===== config.mk =====
export PLATFORM = sky130hd
export DESIGN_NAME = sie_ram
export DESIGN_NICKNAME = d
export VERILOG_FILES = /design/src/hw/rtl/sie_ram.sv
export SDC_FILE = /design/constraint.sdc
export NUM_CORES = 2
export LEC_CHECK = 0
export ABC_CLOCK_PERIOD_IN_PS = 5300
export BUFFER_PORTS_ARGS = -buffer_cell sky130_fd_sc_hd__buf_4
export CAP_MARGIN = 25
export CORE_UTILIZATION = 40
export DETAILED_ROUTE_END_ITERATION = 10
export GPL_TIMING_DRIVEN = 1
export HOLD_SLACK_MARGIN = 0.12
export SLEW_MARGIN = 30
export SYNTH_ARGS = -nofsm -noshare
export SYNTH_HDL_FRONTEND = slang
export SYNTH_SLANG_ARGS = --single-unit

===== constraint.sdc =====
create_clock -name i_clk -period 5.3 [get_ports i_clk]
set_input_delay 1.06 -clock i_clk [delete_from_list [all_inputs] [get_ports i_clk]]
set_output_delay 1.06 -clock i_clk [all_outputs]
set_load 0.03 [all_outputs]

===== src/hw/rtl/sie_ram.sv =====
`default_nettype none

module sie_ram #(
    parameter int WIDTH = 32,
    parameter int DEPTH = 64,
    localparam int AW = (DEPTH > 1) ? $clog2(DEPTH) : 1
) (
    input  wire logic             i_clk,
    input  wire logic             i_we,
    input  wire logic [AW-1:0]    i_waddr,
    input  wire logic [WIDTH-1:0] i_wdata,
    input  wire logic [AW-1:0]    i_raddr,
    output logic      [WIDTH-1:0] o_rdata
);

    logic [WIDTH-1:0] r_mem [DEPTH];

    always_ff @(posedge i_clk) begin
        if (i_we) begin
            r_mem[i_waddr] <= i_wdata;
        end
        o_rdata <= r_mem[i_raddr];
    end

endmodule

`default_nettype wire


[After elaboration in Yosys (flattened, before gate mapping)]
Memories as Yosys holds them, arrays and structs flattened. A register that Yosys moved wholly into a read port is not among the register bits.
Index checks and enable logic that the tools add are counted.
Operators by class
  muxes and demuxes: 2
Operator list (count)
  $mux W1: 2
Storage, ports and cells
  register bits after elaboration: 0
  memory bits (writable): 2048
  bits of input ports: 46
  output and inout port bits: 32
  word-level logic and storage cells: 3
  memories: 1
Memory list
  r_mem: depth 64, bits a word 32, rd ports 1, clocked after memory_dff 1, write ports 1, RTL line 16  | logic [WIDTH-1:0] r_mem [DEPTH];

[Logic depth before layout (Yosys ltp)]
  depth in word-level cells: 2
  mapped depth: 10
  mapped depth without buffers: 5

[Least setup slack after synthesis]
Ideal clock, no wire load.
  path kind: input to register
  start point: input i_waddr[3]
  end point: memory r_mem[48][0], enable pin
  library setup time: 0.461 ns
  arrival: 3.759 ns
  required time: 4.839 ns
  slack: 1.080 ns
  stages on the path: 4
  buffers on the path: 1
  cells stage by stage: clkbuf_1 -> nor2b_1 -> nand4b_1 -> nor3_1
RTL lines
  from (decl): RTL line 10  | input wire logic [AW-1:0] i_waddr,
  to (decl): RTL line 16
No word-level cell before the write port.

==> run metrics <==
drt pass-1 iters=6; final setup fails=0; worst setup slack after layout=1.97 ns; post-synthesis mux area share=16.8%; Post-Syn Nets=around 3.4k; Post-Synth Adder-Cell Area=0%; core area=195000 um^2; share of layout cells above drive strength 1=between 30% and 40%; Clock Skew=roughly 0.026 ns; VDD IR-drop max=0.000286 V; R2R Setup Slk=3.13 ns; Placed Cells=6011; startpoint types=input pin; largest net degree at the start of global routing=67; vias per inst=5.72; CTS tree=built; clk_lat worst skew=~0.8 ns; synthesis warning total=0; DRT iter0 DRCs=4106; Slew Viols, Final=0; RSZ-0062 raised after global routing=no; Initial Util=40.3%; Worst Reg-to-Reg Cells=5; Final Hold Viols=0; post-route minimum period=3.33 ns; Worst EP arrival=4.02 ns; Seq/Total Area, Yosys=approximately 79%; cells after synthesis=3324; Power Density=378 nW/um^2; commonest non-fill, non-tap cells in the layout=edfxtp_1 (2048), mux4_2 (544), clkbuf_16 (212); number of cell rows=162; asr flop ratio synth=0%; num ports=~80; clock buffer count from CTS=207; Clock Root Buffer=clkbuf_16; die area=198000 um^2; GRT Util Overall=19.9%; post-synthesis xor/xnor area fraction=0%; Filler cells=16.0k; status=completed; postcts setup bufs=0; CTS Sinks=around 2.1k; largest cells by area after synthesis=edfxtp_1 (78%), mux4_2 (16%), mux2i_1 (1.2%); Routed WL=197000 um; clk buf depth=3; Mean Syn Cell Area=23.6 um^2; r2r startpoint=r_mem[11][28]; height of the die=445 um; Crit Path Class=input pin to flop; fin crit share=62.8%; Primary FF master, synth=edfxtp_1; # nets final=3643; via count=approximately 37k; die width=approximately 450 um; Setup crit end kind=flop; Post-Synth Simple-Gate Area=1.27%; wire length per cell=30.8 um; Crit Path Max Fanout=38; r2r endpoint=o_rdata[28]; Post-CTS Resized=0; fmax=roughly 0.30 GHz; compound-gate portion of the synthesized area=around 1.7%; commonest non-fill, non-tap cell in the layout=edfxtp_1; Post-DRT Antenna Nets=0; initial antenna violation count=13; hold slack=0.717 ns; mapped cell area=about 79000 um^2; GP Congestion=0.769; Cell variety after synth=34; port bufs=77; Area Overhead vs Synth=15.0%; flops & latches, synth=between 2k and 2.5k; vias in the first global route=37.3k; worst hold endpoint=o_rdata[1]; hold depth=3; main combinational cell family by area after synthesis=multiplexers; class of the tightest hold or removal check=input pin to flop; DRC=0; Worst-Margin Slew=1.04 ns; Rel. slew slack=30.5%; Remaining Overflow, GRT=0; Reg clk slew, reported paths=0.06 ns; first-pass GRT wire length=279000 um; WP data required=5.99 ns; setup total negative slack=0 ns; dpl hpwl=115000 um; Synth area leader=edfxtp_1; Layout Cells excl Fill=6406; Max-cap violations=0; HP Start=i_raddr[4]; H-Tree Depth=4; top cell type's share of synthesized area=78.3%; Post-synth EDFFs=2048; Hold Buf Count CTS=0; Place WS=slightly above 1 ns; Lkg Pwr=28.0 nW
==> power breakdown <==
part / internal (mW) / leakage, nW / switching [mW]
Sequential: 18.2 / 18.7 / 0.0789
Clock: 8.10 / 3.22 / 6.07
Combinational: 0.648 / 6.04 / 1.07
Total: 27.0 / 28.0 / 7.21
==> state kept, by name, indices dropped and copies added (netlist names) <==
register  flops
r_mem      2048
o_rdata      32
==> final cells by class <==
type | instances | area [um^2] | share of cell area (%)
Sequential cell | 2080 | 62100 | 68.8
Multi-Input combinational cell | 1062 | 16000 | 17.7
Clock buffer | 301 | 5820 | 6.44
Tap cell | 2624 | 3280 | 3.64
Timing Repair Buffer | 246 | 2310 | 2.56
Clock inverter | 86 | 768 | 0.851
Antenna cell | 7 | 17.5 | 0.0194
==> Yosys cell counts, types with 3 or more instances <==
cell      instances
a21oi_1          62
a22oi_1          12
a311oi_1          8
a41o_1            4
and3_1            4
buf_1            21
buf_2            57
buf_4            25
buf_6             5
clkbuf_1         74
dfxtp_1          32
edfxtp_1       2048
mux2i_1          93
mux4_2          544
nand2_1          26
nand2b_1          8
nand3_1           5
nand3b_1          5
nor2_1          137
nor2b_1          15
nor3_1            7
o221ai_1         27
o22ai_1          84
o32ai_1           4
or3_1             3
or3b_2            3
==> critical path: stages <==
cell and delay [ns]:
buf_8 0.39, buf_12 0.31, buf_12 0.29, buf_4 0.27
mux4_2 0.52, mux4_2 0.49, o22ai_1 0.53, nor2_1 0.10
==> per-stage QoR <==
| step | util [%] | cell area, um^2 | power [mW] |
|---|---|---|---|
| after global placement | 42.9 | 83700 | 20.4 |
| after detailed placement | 42.9 | 83700 | 20.4 |
| final | 46.3 | 90300 | 34.2 |
| after global routing | 46.3 | 90300 | 35.2 |
| after floorplan | - | 78500 | 19.5 |
| after CTS | 46.3 | 90300 | 34.5 |
==> logic make-up after synthesis <==
| kind of cell | Yosys count |
|---|---|
| compound gates | 202 |
| buf+inv | 182 |
| flops | 2080 |
| mux | 637 |
| simple gates | 223 |
==> how the worst max path moves through the flow <==
stage,startpoint,endpoint,cells past startpoint
CTS,i_raddr[0],o_rdata[9],8
global placement,i_raddr[0],o_rdata[9],8
global route,i_raddr[0],o_rdata[9],8
finish,i_raddr[0],o_rdata[9],8
detailed placement,i_raddr[0],o_rdata[27],8
floorplan,i_waddr[3],r_mem[48][0],4
==> per-layer routing <==
metal  share of wire [%]  GRT usage [%]  wire length [um]
met5              0.0086              0                17
met4                 2.4           5.59              4730
met3                 6.8           3.62             13400
met2                  48           31.3             94400
met1                  43           28.6             84500
Power figures use the tool's default switching activity.
