File: config.mk
export PLATFORM = sky130hd
export DESIGN_NAME = sie_div
export DESIGN_NICKNAME = d
export VERILOG_FILES = /design/src/hw/rtl/sie_pkg.sv /design/src/hw/rtl/sie_div.sv
export SDC_FILE = /design/constraint.sdc
export NUM_CORES = 1
export LEC_CHECK = 0
export BUFFER_PORTS_ARGS = -buffer_cell sky130_fd_sc_hd__buf_2
export CAP_MARGIN = 20
export CORE_MARGIN = 3
export CORE_UTILIZATION = 40
export CTS_CLUSTER_DIAMETER = 30
export CTS_CLUSTER_SIZE = 10
export DETAILED_ROUTE_END_ITERATION = 10
export PLACE_DENSITY = 0.69
export SLEW_MARGIN = 40
export SYNTH_ARGS = -nofsm -noshare
export SYNTH_HDL_FRONTEND = slang
export SYNTH_SLANG_ARGS = --single-unit
File: constraint.sdc
create_clock -name i_clk -period 10.7 [get_ports i_clk]
set_input_delay 0.535 -clock i_clk [delete_from_list [all_inputs] [get_ports i_clk]]
set_output_delay 0.535 -clock i_clk [all_outputs]
set_load 0.03 [all_outputs]
File: src/hw/rtl/sie_pkg.sv
`default_nettype none

package sie_pkg;

    // Default size of the variable file.
    localparam int SIE_VAR_COUNT = 64;

    // Largest script the instruction store can hold; the configured length is clipped to it.
    localparam int SIE_PROG_DEPTH = 2048;

    typedef logic signed [31:0] t_q;    // Q16.16 value
    typedef logic [11:0]        t_pc;   // program counter and program length
    typedef logic [5:0]         t_idx;  // variable index as carried in a request

    localparam t_q Q_MAX = 32'sh7fff_ffff;
    localparam t_q Q_MIN = 32'sh8000_0000;

    // Result of the divider, valid in the cycle where done is high.
    typedef struct packed {
        logic done;
        logic fault;
        t_q   quot;
    } t_div_res;

endpackage

`default_nettype wire

File: src/hw/rtl/sie_div.sv
`default_nettype none

module sie_div (
    input  wire logic          i_clk,
    input  wire logic          i_rst_n,
    input  wire logic          i_start,
    input  sie_pkg::t_q        i_dividend,
    input  sie_pkg::t_q        i_divisor,
    output sie_pkg::t_div_res  o_res
);

    import sie_pkg::*;

    // Computes saturate((a * 2^16) / b), truncating toward zero, one quotient bit per cycle.
    typedef enum logic [1:0] {
        D_IDLE,
        D_RUN,
        D_SAT,
        D_FIN
    } t_dstate;

    t_dstate     r_state;
    logic        r_neg;
    logic [31:0] r_den;
    logic [31:0] r_num;
    logic [31:0] r_rem;
    logic [31:0] r_quo;
    logic [4:0]  r_cnt;
    t_q          r_quot;
    logic        r_fault;

    logic [31:0] w_abs_a;
    logic [31:0] w_abs_b;
    logic [32:0] w_trial;
    logic [32:0] w_diff;

    assign w_abs_a = i_dividend[31] ? (32'd0 - i_dividend) : i_dividend;
    assign w_abs_b = i_divisor[31]  ? (32'd0 - i_divisor)  : i_divisor;
    assign w_trial = {r_rem, r_num[31]};
    assign w_diff  = w_trial - {1'b0, r_den};

    always_ff @(posedge i_clk) begin
        if (!i_rst_n) begin
            r_state <= D_IDLE;
        end else begin
            case (r_state)
                D_IDLE: begin
                    if (i_start) begin
                        r_neg   <= i_dividend[31] ^ i_divisor[31];
                        r_den   <= w_abs_b;
                        r_num   <= {w_abs_a[15:0], 16'd0};
                        r_rem   <= {16'd0, w_abs_a[31:16]};
                        r_quo   <= '0;
                        r_cnt   <= '0;
                        r_fault <= 1'b1;
                        if (i_divisor == '0) begin
                            // Division by zero saturates in the direction of the dividend.
                            if (i_dividend == '0) begin
                                r_quot <= '0;
                            end else if (i_dividend[31]) begin
                                r_quot <= Q_MIN;
                            end else begin
                                r_quot <= Q_MAX;
                            end
                            r_state <= D_FIN;
                        end else if ({16'd0, w_abs_a[31:16]} >= w_abs_b) begin
                            // The quotient needs more than 32 bits, so it saturates.
                            r_quot  <= (i_dividend[31] ^ i_divisor[31]) ? Q_MIN : Q_MAX;
                            r_state <= D_FIN;
                        end else begin
                            r_state <= D_RUN;
                        end
                    end
                end
                D_RUN: begin
                    if (!w_diff[32]) begin
                        r_rem <= w_diff[31:0];
                        r_quo <= {r_quo[30:0], 1'b1};
                    end else begin
                        r_rem <= w_trial[31:0];
                        r_quo <= {r_quo[30:0], 1'b0};
                    end
                    r_num <= {r_num[30:0], 1'b0};
                    r_cnt <= r_cnt + 5'd1;
                    if (r_cnt == 5'd31) begin
                        r_state <= D_SAT;
                    end
                end
                D_SAT: begin
                    if (r_neg) begin
                        if (r_quo > 32'h8000_0000) begin
                            r_quot  <= Q_MIN;
                            r_fault <= 1'b1;
                        end else begin
                            r_quot  <= 32'd0 - r_quo;
                            r_fault <= 1'b0;
                        end
                    end else begin
                        if (r_quo[31]) begin
                            r_quot  <= Q_MAX;
                            r_fault <= 1'b1;
                        end else begin
                            r_quot  <= r_quo;
                            r_fault <= 1'b0;
                        end
                    end
                    r_state <= D_FIN;
                end
                D_FIN: begin
                    r_state <= D_IDLE;
                end
                default: begin
                    r_state <= D_IDLE;
                end
            endcase
        end
    end

    assign o_res.done  = (r_state == D_FIN);
    assign o_res.fault = r_fault;
    assign o_res.quot  = r_quot;

endmodule

`default_nettype wire

* After elaboration in Yosys (flattened, before gate mapping)
Cells that the tools add are included.
Widths: inputs -> output; s select.
** Word-level totals
- Logic and storage cells :: 66
- Input port bits :: 67
- Register bits after elaboration :: 169
- Output and inout bits :: 34
** Cells by class
- Magnitude comparators :: 2
- Add/sub/neg operators :: 5
- Equality and inequality tests :: 7
- Reductions and logical operators :: 10
- Muxes and demuxes :: 32
- Bitwise logic cells :: 1
** Operator list (count)
- $mux 32 :: 14
- $pmux 32 s2 :: 4
- $sub 1x32->32 const A :: 3
- $logic_not 32->1 :: 2
- $sub 33x32->33 :: 1
- $ge 16x32->1 :: 1
- $gt 32x32->1 const B :: 1
- $mux 31 :: 1
- $pmux 5 s2 :: 1
- $reduce_and 3->1 :: 3
- $mux 2 :: 4
- $pmux 2 s4 :: 1
- $add 5x1->5 const B :: 1
- $eq 5x5->1 const B :: 1
- $mux 1 :: 5
- $mux 5 :: 1
- $eq 2x2->1 const B :: 2
- $ne 2x2->1 const B :: 2
- $reduce_and 4->1 :: 1
- $reduce_bool 2->1 :: 2
- $ne 3x3->1 const B :: 1
- $eq 2x1->1 const B :: 1
- $logic_not 2->1 :: 1
- $pmux 1 s2 :: 1
- 2 further kinds :: 2

* Longest topological paths before layout
Gate-level depths: netlist (run 1).
- Depth in word-level cells :: 7
- Mapped depth :: 15
- Depth with buffers taken out :: 15

* Least setup slack after synthesis (run 1)
Ideal clock, no wire load.
- Kind :: input port to flip-flop
- Start point :: in i_dividend[8]
- End point :: reg r_quot[0], enable pin
- Library setup time :: 0.441 ns
- Path buffers :: 0
- Arrival time :: 5.325 ns
- Stages on the path :: 13
- Required time :: 10.259 ns
- Path slack :: 4.934 ns
- Cells stage by stage :: or4_1 -> nor3_2 -> nand4_1 -> or4_1 -> o31ai_1 -> xnor2_1 -> ha_1 -> and4_1 -> nand2_1 -> a21oi_1 -> o41ai_1 -> a2111o_1 -> a31oi_1
** Between the ends
- Word-level cells in the longest chain between the ends :: 5
** Ends and longest elaborated chain
- start, declared :: RTL line sie_div.sv:7 : input sie_pkg::t_q i_dividend,
- $sub 1x32->32 :: RTL line sie_div.sv:37 : assign w_abs_a = i_dividend[31] ? (32'd0 - i_dividend) : i_dividend;
- $mux 32 :: RTL line sie_div.sv:37
- $ge 16x32->1 :: RTL line sie_div.sv:66 : end else if ({16'd0, w_abs_a[31:16]} >= w_abs_b) begin
- $ne 3x3->1 (no source line)
- $reduce_and 4->1 (no source line)
- end signal, assigned :: RTL line sie_div.sv:68 : r_quot <= (i_dividend[31] ^ i_divisor[31]) ? Q_MIN : Q_MAX;
- end signal, assigned :: RTL line sie_div.sv:95 : r_quot <= 32'd0 - r_quo;
- end signal, assigned :: RTL line sie_div.sv:103 : r_quot <= r_quo;
- end, declared :: RTL line sie_div.sv:29 : t_q r_quot;
Every way passes these cells.
A chain may end at the register's enable or synchronous reset.

* Worst setup path after layout (run 1)
- Start point :: in i_dividend[8]
- End point :: reg r_quot[13], enable pin
The elaborated chain is that of the path after synthesis.

==> results of run 1 <==
## power by group
| part | total [mW] | internal [mW] | switching (mW) |
|---|---|---|---|
| registers | 0.942 | 0.868 | 0.0738 |
| clock network | 0.565 | 0.302 | 0.263 |
| logic | 1.08 | 0.408 | 0.671 |
## sequential cells by signal, indices dropped and copies added, names as in the netlist
name     flops
r_quot      32
r_rem       32
r_neg        1
r_quo       32
r_num       16
r_fault      1
r_state      2
r_cnt        5
r_den       32
## worst paths after layout
check	start	end	slack, ps	cells after the start
max reg2reg	r_quo[0]	r_quot[3]	6710	9
max	i_dividend[8]	r_quot[13]	5780	15
min reg2reg	r_num[18]	r_num[19]	540	2
min	i_divisor[0]	r_den[0]	350	1
## cell type report
class | instances | area (um2) | share of cell area
clock inverters | 14 | 111 | 0.00915
flip-flops and latches | 153 | 4570 | 0.376
well taps | 335 | 419 | 0.0344
clock buffers | 18 | 429 | 0.0353
multi-input cells | 851 | 5740 | 0.471
repair buffers | 112 | 617 | 0.0507
inverters | 75 | 282 | 0.0231
## placed cells by master (no fill, tap or decap), types with 5 or more instances in the layout
master	count
xnor2_1	47
nand2_1	91
inv_1	75
edfxtp_1	151
buf_4	8
o221ai_1	6
or4_1	16
nor2_1	83
o41ai_1	9
nand2b_1	12
buf_2	100
and2_1	33
or2_2	8
nor3_1	33
mux2i_1	27
o211ai_1	11
nand3_1	22
o21ai_0	82
ha_1	56
a21o_1	16
nand4_1	11
clkbuf_16	17
mux2_2	10
o22ai_1	5
and3_1	6
o21ai_1	8
nor4_1	7
xor2_1	35
a31oi_1	6
or3_1	18
a21oi_1	75
o21a_1	7
nor2b_1	9
o31ai_1	28
## critical path, stage by stage
cell and delay, ps:
buf_2 120, or4_1 580, nor3_2 320, nand4_1 270
or4_1 610, o31ai_1 310, xnor2_1 140, ha_1 310
and4_1 220, nand2_1 70, a21oi_1 120, o41ai_1 90
a2111o_1 540, a31oi_4 530, buf_8 250
## through the flow
stage	power, mW	utilization	instance area [um2]
2_1_floorplan	1.77	-	10800
3_5_place_dp	2.03	0.442	11600
6_report	2.59	0.463	12200
5_1_grt	2.77	0.463	12200
3_3_place_gp	2.00	0.440	11600
4_1_cts	2.60	0.463	12200
## kinds of logic after synthesis
family | count (synthesis) | share of synthesized area
xor gates and xnor gates | 82 | 0.0666
buffers and inverters | 129 | 0.0478
AOI/OAI and AO/OA | 305 | 0.183
and+or+nand+nor | 369 | 0.176
muxes | 37 | 0.0355
DFF | 153 | 0.424
adders and majority gates | 58 | 0.0679
## routing by layer
metal / wire, um / up-vias / track usage
met5: 0 / - / 0
met4: 277 / 0 / 0.0409
met3: 1410 / 17 / 0.0281
met2: 10900 / 265 / 0.261
met1: 11700 / 4075 / 0.245
li1: - / 4337 / -
==> results by group, run 1 <==
Run status
  • Status: complete, no violations

Clock network
  • Num CTS Buffers: 17
  • Root buf cell: clkbuf_16
  • Clock Pin Slew Worst Setup and Hold Paths: 70 ps
  • H-tree Lvls: 4
  • Post-CTS setup buffers: 0
  • Post_cts resized: 0
  • Cts hold-fix bufs: 0
  • Clock Latency Late Sink: between 400 and 500 ps
  • Deepest clock path buffer count: 2
  • Clock Sinks: 153
  • CTS tree: built

Cells and area
  • Layout filler cell count: ~2.5k
  • Non-Filler Instances: between 1.5k and 2k
  • Share of layout cells above drive strength 1: 0.152
  • Area Overhead vs Synth: 12.8%
  • N_diodes: 0
  • # nets final: roughly 1.3k

Global routing
  • Largest net degree at the start of global routing: 99
  • Overall fraction of global-route tracks in use: 0.168
  • Total grt overflow: 0
  • Initial antenna violation count: 0
  • First-pass GRT wire length: 40.0 mm
  • Vias in the first global route: 8019

Setup path
  • Worst Path Arrival: between 5000 and 6000 ps
  • Critical Path End Type: register
  • CP Class: primary input to register
  • Critical path startpoint category: primary input
  • Req. time, crit path: around 11000 ps
  • CP Max Fanout: 19

Timing
  • Clock skew: approximately 17 ps
  • Endpoints failing hold: 0
  • Tcrit/Tclk final: 0.459
  • Setup violators final: 0
  • Setup WS post-layout: approximately 5800 ps
  • Unrepaired setup endpoints after global routing: false
  • Max Freq: approximately 0.20 GHz
  • Slew HR: 0.497
  • TNS Setup: 0 ps
  • Final min period: slightly below 5000 ps
  • Fin. max-slew vios: 0
  • Slew @ Worst Pin: approximately 750 ps
  • Hold_ws: approximately 350 ps

Logic synthesis
  • Number of distinct library cells after synthesis: 81
  • Synth top area share: 0.420
  • Area contributors post-synth: edfxtp_1 (42%), ha_1 (6.6%), xnor2_1 (3.8%)
  • Syn Std Cell Area: around 11000 um2
  • Synth warnings: 0
  • Number of synthesized flops with an enable pin: 151
  • Sequential fraction of the synthesis area: 0.424
  • Ys async rst share: 0
  • Synth cell count leaders: edfxtp_1 (151), nand2_1 (91), nor2_1 (84)
  • Seq cells post-synth: around 150
  • Most common cell in the netlist: edfxtp_1
  • Post-Syn Area per Cell: 9.52 um2
  • Ys flop type: edfxtp_1
  • Post-synthesis instance total: roughly 1.1k
  • Cell taking the most area after synthesis: edfxtp_1
  • Synth Net Count: between 1k and 1.5k

Die
  • Die ar.: between 20000 and 30000 um2
  • Die X: between 150 and 200 um
  • Die height: 170 um
  • Standard-cell rows: around 60
  • Io pins: about 100
  • Core area: roughly 26000 um2
  • Initial core utilization: 0.411

Placement
  • Gpl congestion: ~0.88
  • Final HPWL DP: approximately 18 mm
  • Placed Cells: 1525
  • Worst Setup Slack post-DPL: around 5300 ps
  • PortBufs: 100

Route
  • Wirelength per Cell: about 16 um
  • Via density: 5.58
  • 1st-iter DRT viols: ~600
  • Routed vias: a little under 9k
  • DRC viols: 0
  • DRT Pass-1 Iters: 7
  • Routed Antenna Nets: 0
  • Total Wirelength: roughly 24 mm

Power and ir drop
  • Max VDD drop: 0.000137 V
  • Pwr/cell area: roughly 210 nW/um2
  • Leakage power: between 4 and 5 nW

Run
  • Max Cap Violations: 0

Hold path
  • Worst min-delay path class: primary input to register
Note: power is estimated with default switching activity, not from simulation.
==> run 2: changes to the inputs <==
--- a/config.mk
+++ b/config.mk
@@ -12,7 +12,7 @@
 export CTS_CLUSTER_DIAMETER = 30
 export CTS_CLUSTER_SIZE = 10
 export DETAILED_ROUTE_END_ITERATION = 10
-export PLACE_DENSITY = 0.69
+export PLACE_DENSITY = 0.71
 export SLEW_MARGIN = 40
 export SYNTH_ARGS = -nofsm -noshare
 export SYNTH_HDL_FRONTEND = slang
==> constraint.sdc (replaced) <==
create_clock -name i_clk -period 4.02 [get_ports i_clk]
set_input_delay 0.201 -clock i_clk [delete_from_list [all_inputs] [get_ports i_clk]]
set_output_delay 0.201 -clock i_clk [all_outputs]
set_load 0.03 [all_outputs]
==> run 2 against run 1 <==
- clock skew fell by 3.0 ps
- worst setup slack got worse by 5700 ps
- count of clock-buffer cells in the layout fell by 1
- critical path depth did not move
- wire length rose by 4.0%
- die area did not move
- critical path type unchanged
- critical endpoint is now r_quot[15]
- largest power group unchanged
==> results by group, run 2 (synthesized netlist as in run 1, its figures left out) <==
Placement
  • Worst Setup Slack post-DPL: -431 ps (-5760 ps)
  • Final HPWL DP: 18.4 mm (+4.2%)
  • PortBufs: 100 (unchanged)
  • Gpl congestion: 0.890 (+0.55%)

Cells and area
  • # nets final: 1364 (+2.2%)
  • Area Overhead vs Synth: 15.5%
  • N_diodes: 0 (unchanged)
  • Commonest non-fill, non-tap cell in the layout: edfxtp_1
  • Share of layout cells above drive strength 1: 0.181 (+0.0284)
  • Final core occ: 0.474 (+0.0112)
  • Most frequent cells in the layout: edfxtp_1 (151), buf_2 (100), nand2_1 (90)

Global routing
  • Vias in the first global route: 8434 (+5.2%)
  • Initial antenna violation count: 0 (unchanged)
  • Largest net degree at the start of global routing: 98 (-1.0%)
  • Overall fraction of global-route tracks in use: 0.174 (+0.00613)
  • First-pass GRT wire length: 41.6 mm (+4.0%)
  • Total grt overflow: 0 (unchanged)

Route
  • Total Wirelength: 25.2 mm (+4.0%)
  • DRT Pass-1 Iters: 5 (-2)
  • Routed vias: 8907 (+2.4%)
  • Routed Antenna Nets: 0 (unchanged)
  • 1st-iter DRT viols: 639 (+3.6%)
  • Via density: 5.61 (+0.58%)
  • Wirelength per Cell: 15.9 um (+2.1%)
  • DRC viols: 0 (unchanged)

Setup path
  • CP Max Fanout: 32 (+13)
  • Critical Path End Type: register
  • R2R cell count: 10 (+1)
  • Req. time, crit path: 4140 ps (-6690 ps)
  • Worst Path Arrival: 4100 ps (-940 ps)
  • Register-to-register setup slack: 430 ps (-6280 ps)
  • CP Class: primary input to register
  • Reg-to-Reg End: r_quot[6]
  • Critical path startpoint category: primary input
  • RR Startpoint: r_quo[0]

Run status
  • Status: complete, no violations

Clock network
  • Cts hold-fix bufs: 0 (unchanged)
  • CTS tree: built
  • Root buf cell: clkbuf_16
  • Clock Sinks: 153 (unchanged)
  • Num CTS Buffers: 17 (unchanged)
  • Clock Latency Late Sink: 430 ps (about the same)
  • Clock Pin Slew Worst Setup and Hold Paths: 70 ps (about the same)
  • H-tree Lvls: 4 (unchanged)
  • Deepest clock path buffer count: 2 (unchanged)

Power and ir drop
  • Leakage power: 4.83 nW (+3.9%)
  • Pwr/cell area: 565 nW/um2 (+170%)
  • Max VDD drop: 0.000361 V (+160%)
  • Final Power: 7.05 mW (+170%)

Timing
  • Slew HR: 0.519 (+0.0214)
  • TNS Setup: 0 ps (unchanged)
  • Hold_ws: 17.7 ps (-336 ps)
  • Tcrit/Tclk final: 0.988
  • Unrepaired setup endpoints after global routing: true
  • Clock skew: 14.3 ps (-3.03 ps)
  • Final min period: between 3000 and 4000 ps
  • Slew @ Worst Pin: 721 ps (-28.5 ps)
  • Max Freq: between 0.2 and 0.3 GHz
  • Setup violators final: 0 (unchanged)
  • Endpoints failing hold: 0 (unchanged)
  • Fin. max-slew vios: 0 (unchanged)
  • Setup WS post-layout: 46.6 ps (-5740 ps)

Die
  • Die height: 170 um (unchanged)
  • Initial core utilization: 0.411 (unchanged)
  • Io pins: 101 (unchanged)
  • Standard-cell rows: 59 (unchanged)
  • Core area: 26300 um2 (unchanged)
  • Die X: 170 um (unchanged)
  • Die ar.: 29000 um2 (unchanged)

Hold path
  • WHS Path Cells: 1 (unchanged)
  • Hold Crit Start: i_divisor[0]
  • WHS Endpoint: r_den[0]
  • Worst min-delay path class: primary input to register

Run
  • Max Cap Violations: 0 (unchanged)
## run 2: stage by stage
stage	instances	cell area, um2
2_1_floorplan	1133	10800
3_3_place_gp	1552	11800
3_5_place_dp	1552	11800
4_1_cts	1584	12400
5_1_grt	1587	12500
6_report	1587	12500
## run 2: worst max-delay path, stage by stage
cell and delay, ps:
buf_2 100, or4_4 560, nor3_4 280, nand4_1 250, or4_4 580, o31ai_4 260, xnor2_2 100, ha_1 300
and4_4 240, nand2_2 80, a21oi_2 130, o41ai_1 90, a2111o_1 470, a31oi_4 220, buf_12 210
## run 2: final cells by class
| cell class | instances | area [um2] |
|---|---|---|
| fill | 2435 | 13800 |
| multi-input combinational | 851 | 5780 |
| sequential | 153 | 4570 |
| timing repair buffer | 141 | 825 |
| clock buffer | 17 | 425 |
| tap | 335 | 419 |
| inverter | 75 | 282 |
| clock inverter | 15 | 156 |
## run 2: how the worst max path moves through the flow
stage                       start         end  slack (ps)
global route        i_dividend[8]  r_quot[29]         -90
detailed placement  i_dividend[8]   r_quot[8]        -430
CTS                 i_dividend[8]  r_quot[14]          20
finish              i_dividend[8]  r_quot[15]          50
floorplan           i_dividend[8]   r_quot[0]        -220
global placement    i_dividend[8]  r_quot[12]        -310
## run 2: repair_timing
item                                    CTS  global route
gates resized for setup                   0             7
endpoints found under the setup margin    0            33
setup buffers                             0             3
## run 2: power by group
| part | leakage (nW) | switching [mW] | internal (mW) |
|---|---|---|---|
| Combinational | 3.12 | 1.82 | 1.12 |
| Clock | 0.286 | 0.715 | 0.877 |
| Sequential | 1.43 | 0.200 | 2.31 |
## run 2: per-layer routing
layer,share of wire,up-vias,GRT usage
met4,0.011,0,0.0427
met3,0.051,22,0.0267
li1,-,4386,-
met5,0,-,0
met2,0.46,270,0.281
met1,0.48,4229,0.246
